**src/sv/pci_queue.sv**
```systemverilog
// small first-in first-out queue, used for the request queue and the result queue
module pci_queue #(
   parameter int unsigned WIDTH = 8,
   parameter int unsigned DEPTH = 2
) (
   input  logic             clock,
   input  logic             reset,
   input  logic             push,
   input  logic [WIDTH-1:0] din,
   output logic             full,
   input  logic             pop,
   output logic [WIDTH-1:0] dout,
   output logic             empty
);
   localparam int unsigned AW = (DEPTH > 1) ? $clog2(DEPTH) : 1;

   logic [WIDTH-1:0] mem_ff [DEPTH];
   logic [AW-1:0]    wr_ff, rd_ff;
   logic [AW:0]      cnt_ff;

   assign full  = (cnt_ff == (AW+1)'(DEPTH));
   assign empty = (cnt_ff == '0);
   assign dout  = mem_ff[rd_ff];

   // storage
   always_ff @(posedge clock) begin
      if (push && !full) mem_ff[wr_ff] <= din;
   end

   // pointers and count
   always_ff @(posedge clock) begin
      if (reset) begin
         wr_ff  <= '0;
         rd_ff  <= '0;
         cnt_ff <= '0;
      end else begin
         if (push && !full)
            wr_ff <= (wr_ff == AW'(DEPTH-1)) ? '0 : wr_ff + AW'(1);
         if (pop && !empty)
            rd_ff <= (rd_ff == AW'(DEPTH-1)) ? '0 : rd_ff + AW'(1);
         cnt_ff <= cnt_ff + (AW+1)'(push && !full) - (AW+1)'(pop && !empty);
      end
   end
endmodule

```
**config.mk**
```make
export PLATFORM = sky130hd
export DESIGN_NAME = pci_queue
export DESIGN_NICKNAME = d
export VERILOG_FILES = /design/src/sv/pci_queue.sv
export SDC_FILE = /design/constraint.sdc
export NUM_CORES = 1
export LEC_CHECK = 0
export BUFFER_PORTS_ARGS = -buffer_cell sky130_fd_sc_hd__buf_2
export CORE_MARGIN = 2
export CORE_UTILIZATION = 50
export DETAILED_ROUTE_END_ITERATION = 8
export GPL_TIMING_DRIVEN = 0
export PLACE_DENSITY_LB_ADDON = 0.1
export SLEW_MARGIN = 20
export SYNTH_ARGS = -nofsm -noshare
export SYNTH_HDL_FRONTEND = slang
export SYNTH_SLANG_ARGS = --single-unit
```
**constraint.sdc**
```tcl
create_clock -name clock -period 2.5 [get_ports clock]
set_clock_uncertainty 0.15 [all_clocks]
set_input_delay 0.125 -clock clock [delete_from_list [all_inputs] [get_ports clock]]
set_output_delay 0.125 -clock clock [all_outputs]
set_load 0.02 [all_outputs]
```
==> results.cfg <==
[outcome]
status = complete, no violations

[critical_path]
endpoint_kind = flop
critPathLaunchType = flop
worst-r2r-setup-slack_ns = 0.79
crit_required_ns = 2.58
crit_arrival_ns = 1.80
critPathMaxFanout = 5
timing_worst_setup_path_type = reg -> reg

[drt]
viasPerCell = 4.94
detail-route-antenna-nets = 0
wl_per_cell_um = 12.8
num_vias = 504
drt-pass1-iter-count = 3
drt_iter0_markers = 3
drt-total-wl_mm = 1.30
post-route-drc-count = 0

[sta]
layout_min_cycle_time_ns = 1.71
final_max_slew_viol_count = 0
rsz0062_at_grt = false
finalSetupTns_ns = 0
relSlewSlack = 0.793
worstMarginPinSlew_ns = 0.310
fin_crit_sh = 0.685
setup_viol = 0
timing.fmax_ghz = 0.584
hold_viol_final = 0

[yosys]
synth_top_area_cell = edfxtp_1
synthFlopType = edfxtp_1
avgSynthCellArea_um2 = 15.6
postSynthNetCount = 66
synth_seq_area_share = 0.716
synthMuxAreaShare = 0.111
netlist_area_um2 = 811
synth_cell_types = 21
synth_top_family_by_area = multiplexers
synth_fa_ha_area_frac = 0.0309
yosys.area_share.simple = 0.0725
synthCells = 52
synth.most_common_cell = edfxtp_1
ys_warn_count = 0
synth_top_area_share = 0.593
synth_compound_area_frac = 0.0231
async_reset_ff_frac = 0
synth_edf_count = 16
synthTopCellsByCount = 16 x edfxtp_1, 5 x dfxtp_1, 5 x mux2_1
synth_xor_area_frac = 0.0216
synth_area_leaders = edfxtp_1 59%, dfxtp_1 12%, mux2_1 6.9%
synth-seq-cells = 21

[cells_and_area]
fin_area_um2 = 1050
drive_above_1_share = 0.372
nets = 101
utilization = 0.699
area_growth_pct = 29.8
antenna_cells = 0

[global_routing]
antenna_found_initial = 0
grt.overflow.total = 0
grt_max_degree = 12
grt_pass1_wl_mm = 1.97
grt_pass1_vias = 477
gr-usage-all-layers = 0.148

[placed_design]
hpwl_um = 889
io_buffer_count = 21
gp_congestion = 0.706
detailed_place.area_um2 = 936

[floorplanning]
start_util = 0.538
num_rows = 14
io_pins = 22
die_w_um = 44.3
dieHeight_um = 44.3
core_um2 = 1510
die_area_um2 = 1960

[clock_tree]
clock-sinks = 21
cts_inserted_buffers = 3
cts_resized = 0
ctsLongestPathBuffers = 2
cts-root-buf = clkbuf_4
cts_tree = built
cts_setup_buffers = 0
path_clk_slew_ns = 0.11
clock_latency_ns = 0.30
hold_buffers = 9
htree_num_levels = 1

[job]
drv_cap = 0

[min_path]
hold_path.class = in -> reg

[pwr]
cellPowerDensity_nw_per_um2 = 946
vdd_drop_max_uv = 601
p_leak_nw = 0.445
layout by cell type, fill, tap and decap left out, types with 2 or more instances in the layout:
master         synthesis  final
nor2_1                 4      4
mux2_2                 3      3
clkbuf_4               0      3
dlygate4sd3_1          0      9
inv_1                  3      3
buf_2                  1     22
ha_1                   2      2
edfxtp_1              16     16
mux2_1                 5      5
dfxtp_1                5      5
per-stage QoR:
| step | power (W) | setup slack [ns] | std cells | hold WS (ns) |
|---|---|---|---|---|
| floorplan | 0.000741 | 0.872 | 52 | 0.0441 |
| global placement | 0.000834 | 0.820 | 89 | 0.164 |
| detailed placement | 0.000844 | 0.785 | 89 | 0.168 |
| CTS | 0.00101 | 0.768 | 102 | 0.0529 |
| global route | 0.00106 | 0.682 | 102 | 0.0678 |
| finish | 0.000996 | 0.788 | 102 | 0.0606 |
routing by layer:
| metal | GRT usage | vias to the layer above | wire length (um) |
|---|---|---|---|
| met1 | 0.160 | 232 | 568 |
| met5 | 0 | - | 0 |
| li1 | - | 254 | - |
| met2 | 0.259 | 14 | 644 |
| met3 | 0.0367 | 4 | 57 |
| met4 | 0.0909 | 0 | 32 |
logic make-up (layout without fill, tap and decap cells):
kind of cell,after synthesis,after routing
flip-flops,21,21
XOR/XNOR,2,2
multiplexers,8,8
buffers and inverters,5,39
AND/OR/NAND/NOR,11,11
adder cells (fa/ha/maj),2,2
AO/OA/AOI/OAI,3,3
flip-flops by register name (all words and copies together), names as in the netlist, named ones only:
register	cells
wr_ff	1
cnt_ff	2
rd_ff	1
mem_ff	16
where the power goes:
group / total [W] / internal [W] / switching, W
logic: 0.000360 / 0.000155 / 0.000205
registers: 0.000479 / 0.000451 / 0.0000287
clock network: 0.000156 / 0.0000621 / 0.0000940
total: 0.000996 / 0.000668 / 0.000328
worst max-delay path: stages (launching register included):
cell	delay, ns
dfxtp_1	0.36
o21a_2	0.24
ha_1	0.27
inv_1	0.04
ha_1	0.18
xor2_1	0.15
and2_1	0.15
nor3_1	0.11
worst paths after layout:
| path | start | end | depth (start not counted) |
|---|---|---|---|
| setup / recovery | cnt_ff[1] | cnt_ff[1] | 7 |
| hold / removal | pop | rd_ff | 4 |
| setup reg to reg | cnt_ff[1] | cnt_ff[1] | 7 |
| hold reg to reg | wr_ff | wr_ff | 2 |
cell type report:
class                           count  area [um2]
Tap cell                           16        20.0
Multi-Input combinational cell     26         210
Inverter                            4        15.0
Buffer                              1        5.00
Timing Repair Buffer               30         195
Fill cell                         116         454
Sequential cell                    21         581
Clock buffer                        4        26.3
Note: power is estimated with default switching activity, not from simulation.
